$ cat src/design/voc_sbe_pkg.sv
`default_nettype none
// ----------------------------------------------------------------------------
// voc_sbe_pkg
// Shared types and constants for the VOC sound block extractor.
// ----------------------------------------------------------------------------
package voc_sbe_pkg;

    localparam int VOC_POS_BITS_DEF = 32;

    localparam int BYTE_W   = 8;
    localparam int SAMPLE_W = 16;
    localparam int STATUS_W = 3;
    localparam int LEN_W    = 24;

    // header: data offset lives in bytes 20 and 21, first legal block at 22
    localparam int HDR_OFF_LO_POS = 20;
    localparam int HDR_OFF_HI_POS = 21;
    localparam logic [15:0] MIN_DATA_OFFSET = 16'd22;

    // block tags
    localparam logic [BYTE_W-1:0] TAG_TERMINATOR = 8'd0;
    localparam logic [BYTE_W-1:0] TAG_SOUND      = 8'd1;
    localparam logic [BYTE_W-1:0] TAG_MAX_KNOWN  = 8'd9;

    // result status codes
    localparam logic [STATUS_W-1:0] ST_SAMPLE      = 3'd0;
    localparam logic [STATUS_W-1:0] ST_TERMINATOR  = 3'd1;
    localparam logic [STATUS_W-1:0] ST_UNKNOWN_TAG = 3'd2;
    localparam logic [STATUS_W-1:0] ST_TRUNCATED   = 3'd3;
    localparam logic [STATUS_W-1:0] ST_BAD_OFFSET  = 3'd4;
    localparam logic [STATUS_W-1:0] ST_SHORT_BLOCK = 3'd5;

    // m_tdata layout, lowest bit first: sample, rate_code, codec
    localparam int OUT_DATA_W = 32;

    typedef struct packed {
        logic                emit;
        logic                last;
        logic [STATUS_W-1:0] status;
        logic [SAMPLE_W-1:0] sample;
        logic [BYTE_W-1:0]   rate_code;
        logic [BYTE_W-1:0]   codec;
    } result_t;

endpackage
`default_nettype wire

$ cat src/design/voc_sbe_parser.sv
`default_nettype none
// ----------------------------------------------------------------------------
// voc_sbe_parser
// Block-chain walker: parse state and the per-byte next-state/result logic.
// ----------------------------------------------------------------------------
module voc_sbe_parser #(
    parameter int POSITION_BITS = voc_sbe_pkg::VOC_POS_BITS_DEF
) (
    input  wire logic                         clk,
    input  wire logic                         rst_n,
    input  wire logic                         step,      // consume the held byte
    input  wire logic [voc_sbe_pkg::BYTE_W-1:0] file_byte,
    input  wire logic                         file_end,
    output voc_sbe_pkg::result_t              result     // for the held byte
);
    import voc_sbe_pkg::*;

    localparam int P     = POSITION_BITS;
    localparam int SUM_W = ((P > LEN_W) ? P : LEN_W) + 1;

    typedef enum logic [7:0] {
        PH_HEADER   = 8'b0000_0001,
        PH_SEEK     = 8'b0000_0010,
        PH_SKIPLEN  = 8'b0000_0100,
        PH_SOUNDLEN = 8'b0000_1000,
        PH_RATE     = 8'b0001_0000,
        PH_CODEC    = 8'b0010_0000,
        PH_SAMPLES  = 8'b0100_0000,
        PH_DONE     = 8'b1000_0000
    } phase_t;

    phase_t             phase_reg, phase_next;
    logic [P-1:0]       pos_reg, pos_next;
    logic [P-1:0]       nbs_reg, nbs_next;
    logic [LEN_W-1:0]   acc_reg, acc_next;
    logic [LEN_W-1:0]   left_reg, left_next;
    logic [1:0]         lcnt_reg, lcnt_next;
    logic [BYTE_W-1:0]  rate_reg, rate_next;
    logic [BYTE_W-1:0]  codec_reg, codec_next;

    logic [15:0]        offset;
    logic [LEN_W-1:0]   full_len;
    logic [SUM_W-1:0]   skip_sum;
    logic               emit;
    logic               lastf;
    logic [STATUS_W-1:0] status;
    logic [SAMPLE_W-1:0] smp;

    assign offset   = {file_byte, acc_reg[7:0]};
    assign full_len = {file_byte, acc_reg[15:0]};
    assign skip_sum = SUM_W'(pos_reg) + SUM_W'(full_len) + SUM_W'(1);

    always_comb
    begin
        phase_next = phase_reg;
        pos_next   = pos_reg + P'(1);
        nbs_next   = nbs_reg;
        acc_next   = acc_reg;
        left_next  = left_reg;
        lcnt_next  = lcnt_reg;
        rate_next  = rate_reg;
        codec_next = codec_reg;
        emit       = 1'b0;
        lastf      = 1'b0;
        status     = ST_SAMPLE;
        smp        = '0;

        case (phase_reg)
            PH_HEADER:
            begin
                if (pos_reg == P'(HDR_OFF_LO_POS))
                begin
                    acc_next = LEN_W'(file_byte);
                end
                else if (pos_reg == P'(HDR_OFF_HI_POS))
                begin
                    if (offset < MIN_DATA_OFFSET)
                    begin
                        emit       = 1'b1;
                        lastf      = 1'b1;
                        status     = ST_BAD_OFFSET;
                        phase_next = PH_DONE;
                    end
                    else
                    begin
                        nbs_next   = P'(offset);
                        phase_next = PH_SEEK;
                    end
                end
            end
            PH_SEEK:
            begin
                if (pos_reg == nbs_reg)
                begin
                    acc_next  = '0;
                    lcnt_next = 2'd0;
                    if (file_byte == TAG_TERMINATOR)
                    begin
                        emit       = 1'b1;
                        lastf      = 1'b1;
                        status     = ST_TERMINATOR;
                        phase_next = PH_DONE;
                    end
                    else if (file_byte == TAG_SOUND)
                    begin
                        phase_next = PH_SOUNDLEN;
                    end
                    else if (file_byte <= TAG_MAX_KNOWN)
                    begin
                        phase_next = PH_SKIPLEN;
                    end
                    else
                    begin
                        emit       = 1'b1;
                        lastf      = 1'b1;
                        status     = ST_UNKNOWN_TAG;
                        phase_next = PH_DONE;
                    end
                end
            end
            PH_SKIPLEN, PH_SOUNDLEN:
            begin
                // three length bytes follow the tag, little endian
                case (lcnt_reg)
                    2'd0:
                    begin
                        acc_next  = LEN_W'(file_byte);
                        lcnt_next = 2'd1;
                    end
                    2'd1:
                    begin
                        acc_next  = {8'h00, file_byte, acc_reg[7:0]};
                        lcnt_next = 2'd2;
                    end
                    default:
                    begin
                        acc_next = full_len;
                        if (phase_reg == PH_SKIPLEN)
                        begin
                            nbs_next   = skip_sum[P-1:0];
                            phase_next = PH_SEEK;
                        end
                        else if (full_len < LEN_W'(2))
                        begin
                            emit       = 1'b1;
                            lastf      = 1'b1;
                            status     = ST_SHORT_BLOCK;
                            phase_next = PH_DONE;
                        end
                        else
                        begin
                            left_next  = full_len - LEN_W'(2);
                            phase_next = PH_RATE;
                        end
                    end
                endcase
            end
            PH_RATE:
            begin
                rate_next  = file_byte;
                phase_next = PH_CODEC;
            end
            PH_CODEC:
            begin
                codec_next = file_byte;
                phase_next = (left_reg != '0) ? PH_SAMPLES : PH_DONE;
            end
            PH_SAMPLES:
            begin
                emit      = 1'b1;
                smp       = {file_byte ^ 8'h80, 8'h00};
                left_next = left_reg - LEN_W'(1);
                if (left_next == '0)
                begin
                    lastf      = 1'b1;
                    phase_next = PH_DONE;
                end
            end
            default:
            begin
                // done: bytes are dropped until file end
            end
        endcase

        // file ends before the walk finished
        if (file_end && (phase_next != PH_DONE))
        begin
            if (!(emit && (status == ST_SAMPLE)))
            begin
                smp = '0;
            end
            emit   = 1'b1;
            lastf  = 1'b1;
            status = ST_TRUNCATED;
        end
    end

    always_comb
    begin
        result.emit      = emit;
        result.last      = lastf;
        result.status    = status;
        result.sample    = smp;
        result.rate_code = rate_next;
        result.codec     = codec_next;
    end

    always_ff @(posedge clk or negedge rst_n)
    begin
        if (!rst_n)
        begin
            phase_reg <= PH_HEADER;
            pos_reg   <= '0;
            nbs_reg   <= '0;
            acc_reg   <= '0;
            left_reg  <= '0;
            lcnt_reg  <= 2'd0;
            rate_reg  <= '0;
            codec_reg <= '0;
        end
        else if (step)
        begin
            if (file_end)
            begin
                phase_reg <= PH_HEADER;
                pos_reg   <= '0;
                nbs_reg   <= '0;
                acc_reg   <= '0;
                left_reg  <= '0;
                lcnt_reg  <= 2'd0;
                rate_reg  <= '0;
                codec_reg <= '0;
            end
            else
            begin
                phase_reg <= phase_next;
                pos_reg   <= pos_next;
                nbs_reg   <= nbs_next;
                acc_reg   <= acc_next;
                left_reg  <= left_next;
                lcnt_reg  <= lcnt_next;
                rate_reg  <= rate_next;
                codec_reg <= codec_next;
            end
        end
    end

endmodule
`default_nettype wire

$ cat src/design/voc_sbe_out_stage.sv
`default_nettype none
// ----------------------------------------------------------------------------
// voc_sbe_out_stage
// Result register on the master side; holds a transaction until taken.
// ----------------------------------------------------------------------------
module voc_sbe_out_stage (
    input  wire logic                                 clk,
    input  wire logic                                 rst_n,
    input  wire logic                                 load,
    input  wire voc_sbe_pkg::result_t                 result,
    output logic                                      tvalid,
    input  wire logic                                 tready,
    output logic [voc_sbe_pkg::OUT_DATA_W-1:0]        tdata,
    output logic [voc_sbe_pkg::STATUS_W-1:0]          tuser,
    output logic                                      tlast
);
    import voc_sbe_pkg::*;

    logic                valid_reg;
    logic                last_reg;
    logic [STATUS_W-1:0] status_reg;
    logic [SAMPLE_W-1:0] sample_reg;
    logic [BYTE_W-1:0]   rate_reg;
    logic [BYTE_W-1:0]   codec_reg;

    always_ff @(posedge clk or negedge rst_n)
    begin
        if (!rst_n)
        begin
            valid_reg <= 1'b0;
        end
        else if (load)
        begin
            valid_reg <= 1'b1;
        end
        else if (tready)
        begin
            valid_reg <= 1'b0;
        end
    end

    always_ff @(posedge clk)
    begin
        if (load)
        begin
            last_reg   <= result.last;
            status_reg <= result.status;
            sample_reg <= result.sample;
            rate_reg   <= result.rate_code;
            codec_reg  <= result.codec;
        end
    end

    assign tvalid = valid_reg;
    assign tlast  = last_reg;
    assign tuser  = status_reg;
    assign tdata  = {codec_reg, rate_reg, sample_reg};

endmodule
`default_nettype wire

$ cat src/design/voc_sound_block_extractor.sv
`default_nettype none
// ----------------------------------------------------------------------------
// voc_sound_block_extractor
// Walks the block chain of a VOC byte stream and emits the samples of the
// first sound block, or one status transaction when the walk reaches a terminator or fails.
// ----------------------------------------------------------------------------
//
//  channel  dir  tdata                          tuser         tlast
//  -------  ---  -----------------------------  ------------  -------------------
//  s_*      in   [7:0] file_byte                -             file_end
//  m_*      out  [15:0] sample,                 [2:0] status  last result of file
//                [23:16] rate_code, [31:24] codec
//
//  One byte per cycle sustained while no result waits on m_tready. A byte
//  sits in the input register, then the parser settles it and a result,
//  if any, lands in the output register, which drives the m_* channel.
//  Bytes that make no result never wait on m_tready; a byte that makes
//  a result waits only while the output register is full and not taken.
//  rst_n clears all parse state; the byte marked with tlast does the same
//  once it is consumed, so files may follow back to back.
//
module voc_sound_block_extractor #(
    parameter int POSITION_BITS = voc_sbe_pkg::VOC_POS_BITS_DEF
) (
    input  wire logic                                 clk,
    input  wire logic                                 rst_n,
    input  wire logic                                 s_tvalid,
    output logic                                      s_tready,
    input  wire logic [voc_sbe_pkg::BYTE_W-1:0]       s_tdata,   // [7:0] file_byte
    input  wire logic                                 s_tlast,   // file_end
    output logic                                      m_tvalid,
    input  wire logic                                 m_tready,
    // [15:0] sample, [23:16] rate_code, [31:24] codec
    output logic [voc_sbe_pkg::OUT_DATA_W-1:0]        m_tdata,
    output logic [voc_sbe_pkg::STATUS_W-1:0]          m_tuser,   // [2:0] status
    output logic                                      m_tlast    // last
);
    import voc_sbe_pkg::*;

    // input register
    logic              in_valid_reg;
    logic [BYTE_W-1:0] in_byte_reg;
    logic              in_end_reg;

    result_t           result;
    logic              advance;    // parser consumes the held byte this cycle
    logic              in_take;

    // the held byte may move on unless it makes a result and the output
    // register is still occupied
    assign advance  = in_valid_reg && (!result.emit || !m_tvalid || m_tready);
    assign s_tready = !in_valid_reg || advance;
    assign in_take  = s_tvalid && s_tready;

    always_ff @(posedge clk or negedge rst_n)
    begin
        if (!rst_n)
        begin
            in_valid_reg <= 1'b0;
        end
        else if (in_take)
        begin
            in_valid_reg <= 1'b1;
        end
        else if (advance)
        begin
            in_valid_reg <= 1'b0;
        end
    end

    always_ff @(posedge clk)
    begin
        if (in_take)
        begin
            in_byte_reg <= s_tdata;
            in_end_reg  <= s_tlast;
        end
    end

    voc_sbe_parser #(
        .POSITION_BITS (POSITION_BITS)
    ) u_parser (
        .clk       (clk),
        .rst_n     (rst_n),
        .step      (advance),
        .file_byte (in_byte_reg),
        .file_end  (in_end_reg),
        .result    (result)
    );

    voc_sbe_out_stage u_out (
        .clk    (clk),
        .rst_n  (rst_n),
        .load   (advance && result.emit),
        .result (result),
        .tvalid (m_tvalid),
        .tready (m_tready),
        .tdata  (m_tdata),
        .tuser  (m_tuser),
        .tlast  (m_tlast)
    );

    // ------------------------------------------------------------------------
    // checks
    // ------------------------------------------------------------------------

    // a pending result is never overwritten by the next one
    assert property (@(posedge clk) disable iff (!rst_n)
        (m_tvalid && !m_tready && in_valid_reg && result.emit) |-> !advance)
        else $error("output register overwritten while stalled");

    // every status other than a sample ends the file
    assert property (@(posedge clk) disable iff (!rst_n)
        (m_tvalid && (m_tuser != ST_SAMPLE)) |-> m_tlast)
        else $error("status transaction without last");

    // an empty input register always takes a byte
    assert property (@(posedge clk) disable iff (!rst_n)
        !in_valid_reg |-> s_tready)
        else $error("input register empty but not ready");

    // a byte that makes no result never stalls
    assert property (@(posedge clk) disable iff (!rst_n)
        (in_valid_reg && !result.emit) |-> advance)
        else $error("byte without result stalled");

endmodule
`default_nettype wire
$ cat config.mk
export PLATFORM = sky130hd
export DESIGN_NAME = voc_sound_block_extractor
export DESIGN_NICKNAME = d
export VERILOG_FILES = /design/src/design/voc_sbe_pkg.sv /design/src/design/voc_sbe_parser.sv /design/src/design/voc_sbe_out_stage.sv /design/src/design/voc_sound_block_extractor.sv
export SDC_FILE = /design/constraint.sdc
export NUM_CORES = 1
export LEC_CHECK = 0
export ABC_CLOCK_PERIOD_IN_PS = 5580
export BUFFER_PORTS_ARGS = -buffer_cell sky130_fd_sc_hd__buf_2
export CAP_MARGIN = 40
export CORE_ASPECT_RATIO = 1.1
export CORE_UTILIZATION = 41
export CTS_CLUSTER_SIZE = 14
export DETAILED_ROUTE_END_ITERATION = 6
export SETUP_SLACK_MARGIN = 0.1
export SLEW_MARGIN = 30
export SYNTH_ARGS = -nofsm -noshare
export SYNTH_HDL_FRONTEND = slang
export SYNTH_SLANG_ARGS = --single-unit
$ cat constraint.sdc
create_clock -name clk -period 5.58 [get_ports clk]
set_clock_uncertainty 0.1 [all_clocks]
set_input_delay 1.674 -clock clk [delete_from_list [all_inputs] [get_ports clk]]
set_output_delay 1.674 -clock clk [all_outputs]
set_load 0.02 [all_outputs]
* After elaboration in Yosys (flattened, before gate mapping)
Cells that the tools add are included.
Widths: inputs -> output; s select.
** Storage, ports and cells
- Register bits :: 177
- Bits of input ports :: 13
- Output and inout bits :: 38
- Logic and storage cells :: 153
** Operators by class
- $add $sub $neg :: 5
- Order comparisons :: 3
- Equal/unequal tests :: 25
- Mux-type cells :: 72
- Bitwise logic cells :: 1
- Reductions and logical operators :: 29
** Operators with widths (number)
- $mux 32 :: 7
- $mux 8 :: 17
- $mux 16 :: 6
- $mux 24 :: 4
- $add 32x1->32 const B :: 2
- $eq 32x5->1 const B :: 2
- $pmux 32 s2 :: 1
- $pmux 16 s3 :: 1
- $pmux 24 s2 :: 1
- $pmux 8 s6 :: 1
- $add 32x24->32 :: 1
- $eq 32x32->1 :: 1
- $pmux 16 s2 :: 1
- $mux 3 :: 9
- $logic_not 24->1 :: 1
- $lt 24x2->1 const B :: 1
- $reduce_bool 24->1 :: 1
- $sub 24x1->24 const B :: 1
- $sub 24x2->24 const B :: 1
- $ne 3x3->1 const B :: 6
- $eq 8x1->1 const B :: 2
- $lt 16x5->1 const B :: 1
- $mux 1 :: 16
- $ne 3x2->1 const B :: 5
- 29 further kinds :: 46

* Depth between registers and ports, before layout
Gate-level depths: netlist (run 1).
- Depth in word-level cells :: 16
- Gate-level depth with buffers :: 16
- Depth with buffers taken out :: 14

* Modules after synthesis
Synthesis (run 1) repeated with hierarchy kept, for this count alone.
** Second synthesis, totals
- Cell total of the unflattened synthesis :: 1181
- Area, all modules :: 10792.9 µm²
** By module, submodules not included
- voc_sbe_parser :: instances 1, cells an instance 1125, area an instance 9331.4 µm²
- voc_sbe_out_stage :: instances 1, cells an instance 39, area an instance 1117.3 µm²
- voc_sound_block_extractor :: instances 1, cells an instance 17, area an instance 344.1 µm²

* Worst setup path before layout (run 1)
No wires, ideal clock.
- Kind :: register to output
- From :: reg u_parser.left_reg[0]
- To :: out s_tready
- Arrival :: 3346 ps
- Data required time :: 3806 ps
- Setup slack :: 460 ps
- Stages on the path, launching flop included :: 13
- Buffers on the path :: 1
- Cells stage by stage :: dfrtp_1 > inv_1 > ha_1 > or4b_4 > buf_6 > nor4_1 > xnor2_1 > nand3_1 > or4_4 > and3_1 > o21ai_0 > a311oi_1 > inv_1
** On the way
- Word-level cells in the longest chain between the ends :: 12
** RTL lines
- start, declared :: line voc_sbe_parser.sv:36 : logic [LEN_W-1:0] left_reg, left_next;
- start signal, assigned :: line voc_sbe_parser.sv:240 : left_reg <= left_next;
- $sub 24x1->24 :: line voc_sbe_parser.sv:172 : left_next = left_reg - LEN_W'(1);
- $logic_not 24->1 :: line voc_sbe_parser.sv:173 : if (left_next == '0)
- $mux 8 :: line voc_sbe_parser.sv:173
- $pmux 8 s6 (*) :: line voc_sbe_parser.sv:68 : case (phase_reg)
- $ne 8x8->1 (*) :: line voc_sbe_parser.sv:186 : if (file_end && (phase_next != PH_DONE))
- $logic_and 1x1->1 (*) :: line voc_sbe_parser.sv:186
- $mux 1 (*) :: line voc_sbe_parser.sv:186
- $logic_not 1->1 (*) :: line voc_sound_block_extractor.sv:51 : assign advance = in_valid_reg && (!result.emit || !m_tvalid || m_tready);
- $logic_or 1x1->1 (*) (2 in a row) :: line voc_sound_block_extractor.sv:51
- $logic_and 1x1->1 (*) :: line voc_sound_block_extractor.sv:51
- $logic_or 1x1->1 (*) :: line voc_sound_block_extractor.sv:52 : assign s_tready = !in_valid_reg || advance;
- end, declared :: line voc_sound_block_extractor.sv:28 : output logic s_tready,
Every way passes the cells marked *; elsewhere a longest branch is shown, timed or not.

* Worst setup path after layout (run 1)
- From :: reg u_parser.pos_reg[0]
- To :: out s_tready
** On the way
- Word-level cells in the longest chain between the ends :: 12
** RTL lines
- start, declared :: line voc_sbe_parser.sv:33 : logic [P-1:0] pos_reg, pos_next;
- start signal, assigned :: line voc_sbe_parser.sv:237 : pos_reg <= pos_next;
- $eq 32x5->1 :: line voc_sbe_parser.sv:75 : else if (pos_reg == P'(HDR_OFF_HI_POS))
- $mux 8 :: line voc_sbe_parser.sv:75
- $mux 8 :: line voc_sbe_parser.sv:71 : if (pos_reg == P'(HDR_OFF_LO_POS))
- $pmux 8 s6 :: line voc_sbe_parser.sv:68
- $ne 8x8->1 :: line voc_sbe_parser.sv:186
- $logic_and 1x1->1 :: line voc_sbe_parser.sv:186
- $mux 1 (*) :: line voc_sbe_parser.sv:186
- $logic_not 1->1 (*) :: line voc_sound_block_extractor.sv:51
- $logic_or 1x1->1 (*) (2 in a row) :: line voc_sound_block_extractor.sv:51
- $logic_and 1x1->1 (*) :: line voc_sound_block_extractor.sv:51
- $logic_or 1x1->1 (*) :: line voc_sound_block_extractor.sv:52
Marked as above.

==> flow_summary.yaml, run 1 <==
setup_path:
  cpPeakStageDelay_ns: 0.56
  worst_setup_path_end_kind: "output port"
  critical_path_class: "flop to output port"
  path_cells: "inv_1, ha_1, or4b_4, or4_1, o21ba_1, nor2_1, and3_1, o2111ai_2, o21ai_2, a311oi_2, inv_1, buf_4"
  crit_fanout: 5
  cp.required_ns: 3.81
  crit_slowest_cell: "or4b_4"
  startpoint_type: "flop"
  cp_common_cell: "inv_1"
  crit_arrival_ns: 3.54
detailed_routing:
  routed_wl_mm: 32.1
  vias: 9484
  drt_iter0_drc: 863
  dr.pass1.iters: 5
  ant_nets: 0
  post_drt_wl_per_cell_um: 19.7
  avgViaCountPerCell: 5.83
  drc: 0
synthesis:
  ys_seq_elements: 169
  avgSynthCellArea_um2: 8.90
  synthFlopType: "dfrtp_1"
  synth.distinct_cells: 91
  synth_cells: 1229
  yosys_warnings: 0
  yosysSeqAreaShare_pct: 40.4
  synth_edf_count: 37
  async_reset_ff_share_pct: 78.1
  netlist_area_mm2: 0.0109
global_route:
  grt_start_max_net_pins: 74
  grt_pass1_vias: 9083
  antenna_found_initial: 0
  overflow: 0
  grt_usage_pct: 24.5
  grt_pass1_wl_mm: 51.3
sta:
  rsz0062_at_grt: "false"
  fin_ws_ns: 0.264
  finalSetupViolations: 0
  hold_viol_final: 0
  finalCritPeriodShare_pct: 95.3
  slew_headroom_pct: 45.4
  finalSetupTns_ns: 0
  timing.fmax_mhz: 188
  hold_slack_ns: 0.402
  final_max_slew_viol_count: 0
  worstMarginPinSlew_ns: 0.816
  fin_crit_ns: 5.32
clocking:
  clk_path_buf_depth: 2
  clock_sinks: 169
  cts_tree: "yes"
  clk_pin_slew_ns: 0.08
  cts_buffers: 17
  cts_max_level: 4
  cts_root_buf: "clkbuf_16"
  worstSkewPairLatency_ns: 0.45
place:
  dp_hpwl_mm: 22.4
  place.gp.congestion: 0.932
  numPortBuffers: 42
  place_ws_ns: 0.272
flow_run:
  max-cap-violations: 0
final_layout:
  fillers: 2525
  nets: 1305
  drive_gt1_share_pct: 15.1
  n_antenna_cell: 0
  synthToLayoutAreaGrowth_pct: 12.6
power_and_ir_drop:
  p_leak_uw: 0.00527
  ir_worst_vdd_v: 0.000228
  fin_total_pwr_uw: 4980
  powerDensity_mw_per_mm2: 404
die:
  die-area_mm2: 0.0273
  core_area_mm2: 0.0261
  pin_count: 51
  die_w_um: 158
  die_y_um: 173
  start_util_pct: 41.8
  num_rows: 62
worst_hold_path:
  hp-class: "flop to flop"
outcome:
  status: "finished, final reports clean"
worst max-delay path: cells and delay by family, from the launching register on:
kind	cells	cell delay [ns]
buf+inv	3	0.32
simple gates	4	1.38
compound gates	4	0.72
fa+ha+maj	1	0.26
flops	1	0.41
layout make-up:
class	count	area, µm²	area share (%)
well taps	352	440	3.58
multi-input cells	943	6100	49.5
repair buffers	93	623	5.06
clock buffers	17	425	3.45
inverters	37	139	1.13
clock inverters	15	173	1.40
flip-flops and latches	169	4420	35.9
stage by stage:
stage	cell area, µm²	instances	util (%)
floorplan	11000	1236	-
global placement	11500	1576	43.9
detailed placement	11500	1577	43.9
CTS	12100	1611	46.4
global route	12300	1626	47.1
finish	12300	1626	47.1
final timing paths:
check                                           from              endpoint  cells after the start  slack, ns
worst min-delay path            u_parser.nbs_reg[24]  u_parser.nbs_reg[24]                      2       0.40
max in group asynchronous                      rst_n  u_parser.pos_reg[18]                      2       3.28
worst max-delay path             u_parser.pos_reg[0]              s_tready                     12       0.26
worst min register to register  u_parser.nbs_reg[24]  u_parser.nbs_reg[24]                      2       0.40
min in group asynchronous                      rst_n  u_parser.left_reg[8]                      1       1.13
worst max register to register   u_parser.pos_reg[0]  u_parser.lcnt_reg[0]                     13       1.14
routing by layer:
metal,vias up,share of wire [%],global-route usage (%)
met2,315,49,40.1
met4,0,2.3,7.69
li1,4525,-,-
met3,46,5.0,3.50
met5,-,0,0
met1,4598,43,33.1
power by group:
part | switching [µW] | internal (µW)
registers | 234 | 1520
clock network | 619 | 608
logic | 1200 | 804
kinds of logic after synthesis:
kind of cell,after synthesis,share of synthesized area (%)
AND/OR/NAND/NOR,472,22.1
AO/OA/AOI/OAI,307,18.3
flip-flops,169,40.4
buffers and inverters,125,4.99
XOR/XNOR,89,7.13
multiplexers,35,3.46
adder cells (fa/ha/maj),31,3.62
other,1,0.0343
synth_stat cells, drive strengths merged, types with 13 or more instances:
cell | instances | area, µm²
dfrtp | 131 | 3280
mux2 | 22 | 248
mux2i | 13 | 130
a31oi | 14 | 93.8
nor2 | 106 | 405
clkbuf | 56 | 210
and3 | 24 | 150
edfxtp | 37 | 1110
o2bb2ai | 13 | 114
xnor2 | 40 | 350
xor2 | 49 | 429
o31ai | 45 | 338
nor3 | 50 | 267
a21oi | 76 | 384
buf | 32 | 196
or4 | 15 | 120
nor4 | 34 | 234
nand2 | 121 | 454
ha | 30 | 375
o21ai | 84 | 420
inv | 37 | 139
nand3 | 37 | 185
nand4 | 17 | 106
cells in the final DEF (no fill, tap or decap), drive strengths merged, types with 5 or more instances in the layout:
cell / instances
a31oi: 14
a21o: 11
edfxtp: 37
nor3b: 9
nor2: 106
buf: 93
or3: 8
o21ai: 84
ha: 30
nand2: 121
dfrtp: 131
mux2i: 13
nor3: 50
mux2: 22
nand4: 17
and2: 10
or2: 7
xor2: 49
xnor2: 40
nand2b: 8
o31ai: 45
clkbuf: 17
nand3: 37
o21bai: 6
o21a: 11
conb: 8
and3: 24
o2bb2ai: 13
a211oi: 10
or4: 15
nor4: 34
or4b: 5
a21oi: 76
nor2b: 11
clkinv: 5
inv: 46
timing repair:
item / 4_1_cts / 5_1_grt
pin swaps: 0 / 5
cloned: 1 / 0
setup endpoints to repair: 1 / 1
endpoints found under the hold margin: 0 / 0
gates resized for setup: 8 / 14
setup buffers: 1 / 12
hold buffers: 0 / 0
Note: power is estimated with default switching activity, not from simulation.
==> run 2: changes to the inputs <==
CORE_ASPECT_RATIO = 0.9   (was 1.1)
==> flow_summary.yaml, run 2 (synthesis gave the netlist of run 1 again) <==
detailed_routing:
  drc: 0
  avgViaCountPerCell: 5.95
  routed_wl_mm: 33.1
  dr.pass1.iters: 5
  ant_nets: 0
  post_drt_wl_per_cell_um: 20.5
  vias: 9607
  drt_iter0_drc: 920
sta:
  worstMarginPinSlew_ns: 0.814
  hold_viol_final: 0
  finalSetupTns_ns: 0
  rsz0062_at_grt: "false"
  timing.fmax_mhz: 188
  finalSetupViolations: 0
  fin_crit_ns: 5.33
  slew_headroom_pct: 45.5
  finalCritPeriodShare_pct: 95.5
  final_max_slew_viol_count: 0
die:
  start_util_pct: 41.8
  pin_count: 51
  die_y_um: 157
  die_w_um: 174
  core_area_mm2: 0.0261
  num_rows: 56
  die-area_mm2: 0.0273
worst_hold_path:
  hp-class: "flop to flop"
  hold_depth: 2
  hold_start: "u_parser.nbs_reg[10]"
place:
  place_area_mm2: 0.0115
  dp_hpwl_mm: 23.4
  place.gp.congestion: 0.956
  numPortBuffers: 42
setup_path:
  worst_setup_path_end_kind: "output port"
  startpoint_type: "flop"
  critical_path_class: "flop to output port"
  regToRegSetupSlack_ns: 1.07
  crit_fanout: 7
  path_cells: "inv_2, ha_4, or4b_4, nor4_4, xnor2_1, nand3_1, or4_4, and3_4, o21ai_2, a311oi_2, inv_1, buf_2"
  critPathLaunch: "u_parser.left_reg[1]"
  cp.required_ns: 3.81
  crit_arrival_ns: 3.55
  cpPeakStageDelay_ns: 0.57
  crit_slowest_cell: "or4b_4"
  reg2regPathDepth: 13
  r2r_start: "u_parser.pos_reg[0]"
outcome:
  status: "finished, final reports clean"
clocking:
  worstSkewPairLatency_ns: 0.44
  clk_path_buf_depth: 2
  clk_pin_slew_ns: 0.08
  cts_max_level: 4
  cts_root_buf: "clkbuf_16"
  clock_sinks: 169
  cts_buffers: 17
  hold_buffers: 0
  cts_tree: "yes"
global_route:
  grt_pass1_vias: 8600
  grt_usage_pct: 24.5
  overflow: 0
  antenna_found_initial: 0
  grt_start_max_net_pins: 65
  grt_pass1_wl_mm: 50.9
final_layout:
  regArea_mm2: 0.00442
  multi_input_area_mm2: 0.00609
  nets: 1297
  fillers: 2506
  layout_common_cells: "129 x dfrtp_1, 121 x nand2_1, 104 x nor2_1, 79 x o21ai_0, 75 x a21oi_1"
  synthToLayoutAreaGrowth_pct: 12.0
  n_antenna_cell: 0
  drive_gt1_share_pct: 14.4
  fin_area_mm2: 0.0123
  final_common_cell: "dfrtp_1"
power_and_ir_drop:
  powerDensity_mw_per_mm2: 404
  p_leak_uw: 0.00524
  fin_total_pwr_uw: 4950
  ir_worst_vdd_v: 0.000223
flow_run:
  max-cap-violations: 0
[run 2: final cells by class]
cell class,instances,area share [%]
multi-input combinational,942,49.7
sequential,169,36.1
timing repair buffer,86,4.71
tap,348,3.55
clock buffer,17,3.47
clock inverter,15,1.37
inverter,37,1.13
[run 2: metrics by stage]
stage	setup slack [ns]	hold WS, ns	cells	util, %
floorplan	0.460	0.363	1236	-
global placement	0.336	0.379	1571	43.8
detailed placement	0.246	0.384	1576	44.1
CTS	0.122	0.404	1609	46.5
global route	0.107	0.425	1614	46.9
finish	0.252	0.401	1614	46.9
[run 2: critical path, delay by kind of cell, from the launching register on]
kind / cells / cell delay, ns
and+or+nand+nor: 5 / 1.67
buffers and inverters: 3 / 0.35
DFF: 1 / 0.46
adders and majority gates: 1 / 0.16
AOI/OAI and AO/OA: 2 / 0.29
xor gates and xnor gates: 1 / 0.19
[run 2: repair_timing]
item,CTS,global route
endpoints found under the setup margin,1,1
pin swaps,0,3
cloned,0,0
buffers inserted,1,3
resized for setup,7,13
[run 2: metal layers]
layer | global-route usage (%) | part of all wire, % | vias up
li1 | - | - | 4510
met1 | 35.7 | 48 | 4707
met2 | 36.7 | 44 | 338
met3 | 4.15 | 6.5 | 52
met4 | 7.85 | 2.0 | 0
met5 | 0 | 0 | -
[run 2: where the power goes]
group / switching [µW] / internal (µW)
logic: 1200 / 776
clock network: 617 / 606
registers: 231 / 1520
total: 2050 / 2900
[run 2: path summary, 6_finish.rpt]
path	to
worst max-delay path	s_tready
worst min-delay path	u_parser.nbs_reg[10]
worst max register to register	u_out.codec_reg[2]
worst min register to register	u_parser.nbs_reg[10]
max in group asynchronous	u_parser.codec_reg[1]
min in group asynchronous	u_parser.left_reg[3]
==> run 3: changes to the inputs <==
CELL_PAD_IN_SITES_DETAIL_PLACEMENT = 0   (was not set)
CELL_PAD_IN_SITES_GLOBAL_PLACEMENT = 1   (was not set)
CORE_MARGIN = 10   (was not set)
PLACE_DENSITY_LB_ADDON = 0.1   (was not set)
==> flow_summary.yaml, run 3 (synthesis gave the netlist of run 1 again) <==
sta:
  final_max_slew_viol_count: 0
  fin_crit_ns: 5.32
  finalSetupTns_ns: 0
  finalCritPeriodShare_pct: 95.3
  worstMarginPinSlew_ns: 0.863
  hold_slack_ns: 0.398
  slew_headroom_pct: 41.9
  finalSetupViolations: 0
  hold_viol_final: 0
  rsz0062_at_grt: "false"
  timing.fmax_mhz: 188
power_and_ir_drop:
  ir_worst_vdd_v: 0.000270
  p_seq_share_pct: 35.8
  combPwrFrac_pct: 39.7
  netSwitchingFraction_pct: 40.8
  intPower_uw: 2920
  clkPwrFrac_pct: 24.5
  p_leak_uw: 0.00525
  switchingPower_uw: 2010
  powerDensity_mw_per_mm2: 402
final_layout:
  drive_gt1_share_pct: 14.4
  nets: 1299
  layout_common_cells: "129 x dfrtp_1, 121 x nand2_1, 104 x nor2_1, 79 x o21ai_0, 75 x a21oi_1"
  final_common_cell: "dfrtp_1"
  synthToLayoutAreaGrowth_pct: 12.3
detailed_routing:
  ant_nets: 0
  routed_wl_mm: 35.3
  vias: 9419
  avgViaCountPerCell: 5.82
  drc: 0
  drt_iter0_drc: 778
  post_drt_wl_per_cell_um: 21.8
  dr.pass1.iters: 7
clocking:
  cts_root_buf: "clkbuf_16"
  cts_buffers: 17
  clock_sinks: 169
  cts_max_level: 4
  hold_buffers: 0
  clk_path_buf_depth: 2
  clk_pin_slew_ns: 0.07
  cts_tree: "yes"
  worstSkewPairLatency_ns: 0.45
worst_hold_path:
  min_to: "u_parser.nbs_reg[1]"
  hold_depth: 2
  hp-class: "flop to flop"
  hold_start: "u_parser.nbs_reg[1]"
flow_run:
  max-cap-violations: 0
setup_path:
  critical_path_class: "flop to output port"
  regToRegSetupSlack_ns: 1.03
  worst_setup_path_end_kind: "output port"
  crit_fanout: 7
  critPathBufInv: 4
  crit_slowest_cell: "or4_4"
  path_cells: "buf_4, nor4_4, buf_4, nand3_1, o311ai_0, nand3_1, or4_4, and3_1, o21ai_2, a311oi_2, inv_1, buf_4"
  crit_arrival_ns: 3.54
  r2r_start: "u_parser.pos_reg[1]"
  startpoint_type: "flop"
  cpPeakStageDelay_ns: 0.53
  cp.required_ns: 3.81
  crit_family: "simple AND/OR/NAND/NOR gates"
  reg2regPathDepth: 13
  cp_common_cell: "buf_4"
  r2r-end: "u_parser.acc_reg[2]"
place:
  dp_hpwl_mm: 25.1
  numPortBuffers: 42
  place.gp.congestion: 0.878
global_route:
  grt_usage_pct: 21.1
  antenna_found_initial: 1
  grt_start_max_net_pins: 60
  grt_pass1_wl_mm: 54.8
  overflow: 0
  grt_pass1_vias: 8913
die:
  die_w_um: 192
  start_util_pct: 41.8
  die_y_um: 175
  core_area_mm2: 0.0261
  die-area_mm2: 0.0336
  num_rows: 56
  pin_count: 51
outcome:
  status: "finished, final reports clean"
[run 3: layer usage]
| metal | track usage, % | vias to the layer above | wire (µm) |
|---|---|---|---|
| li1 | - | 4518 | - |
| met1 | 31.2 | 4603 | 17300 |
| met2 | 30.5 | 253 | 15300 |
| met3 | 3.28 | 45 | 1860 |
| met4 | 6.88 | 0 | 793 |
| met5 | 0 | - | 0 |
[run 3: final cells by class]
cell class	instances	area [µm²]
Sequential cell	169	4420
Multi-Input combinational cell	942	6090
Clock buffer	17	425
Timing Repair Buffer	88	616
Tap cell	348	435
Fill cell	2542	13900
Clock inverter	15	156
Antenna cell	2	5.00
Inverter	37	139
[run 3: worst max-delay path by stage]
stage,slack [ns],to,cells after the start,startpoint
2_1_floorplan,0.46,s_tready,12,u_parser.left_reg[0]
3_3_place_gp,0.33,s_tready,12,u_parser.left_reg[1]
3_5_place_dp,0.26,s_tready,12,u_parser.left_reg[1]
4_1_cts,0.12,s_tready,13,u_parser.left_reg[1]
5_1_grt,0.09,s_tready,12,u_parser.pos_reg[0]
6_report,0.26,s_tready,12,u_parser.left_reg[0]
[run 3: tightest hold or removal path: cells and delay by family, from the launching register on]
| family | cells | cell delay, ns |
|---|---|---|
| and+or+nand+nor | 1 | 0.05 |
| AOI/OAI and AO/OA | 1 | 0.05 |
| DFF | 1 | 0.36 |
[run 3: per-stage QoR]
stage / power (µW) / instance area, µm² / util [%] / std cells / setup slack, ns
6_report: 4930 / 12300 / 47.0 / 1618 / 0.263
5_1_grt: 5270 / 12300 / 47.0 / 1616 / 0.0919
4_1_cts: 4880 / 12200 / 46.6 / 1612 / 0.116
3_5_place_dp: 3630 / 11600 / 44.2 / 1578 / 0.264
3_3_place_gp: 3620 / 11500 / 43.9 / 1574 / 0.332
2_1_floorplan: 3070 / 11000 / - / 1236 / 0.460
[run 3: what timing repair did]
item / in CTS / in global routing
hold endpoints to repair: 0 / 0
setup endpoints to repair: 1 / 1
setup buffers: 2 / 4
pin swaps: 0 / 3
gates resized for setup: 5 / 16
[run 3: power by group through the flow]
stage	combinational, µW	sequential (µW)	clock (µW)
floorplan	1330	1740	0
global placement	1830	1780	0
detailed placement	1840	1780	0
CTS	1880	1760	1240
global route	2180	1810	1280
finish	1960	1770	1210
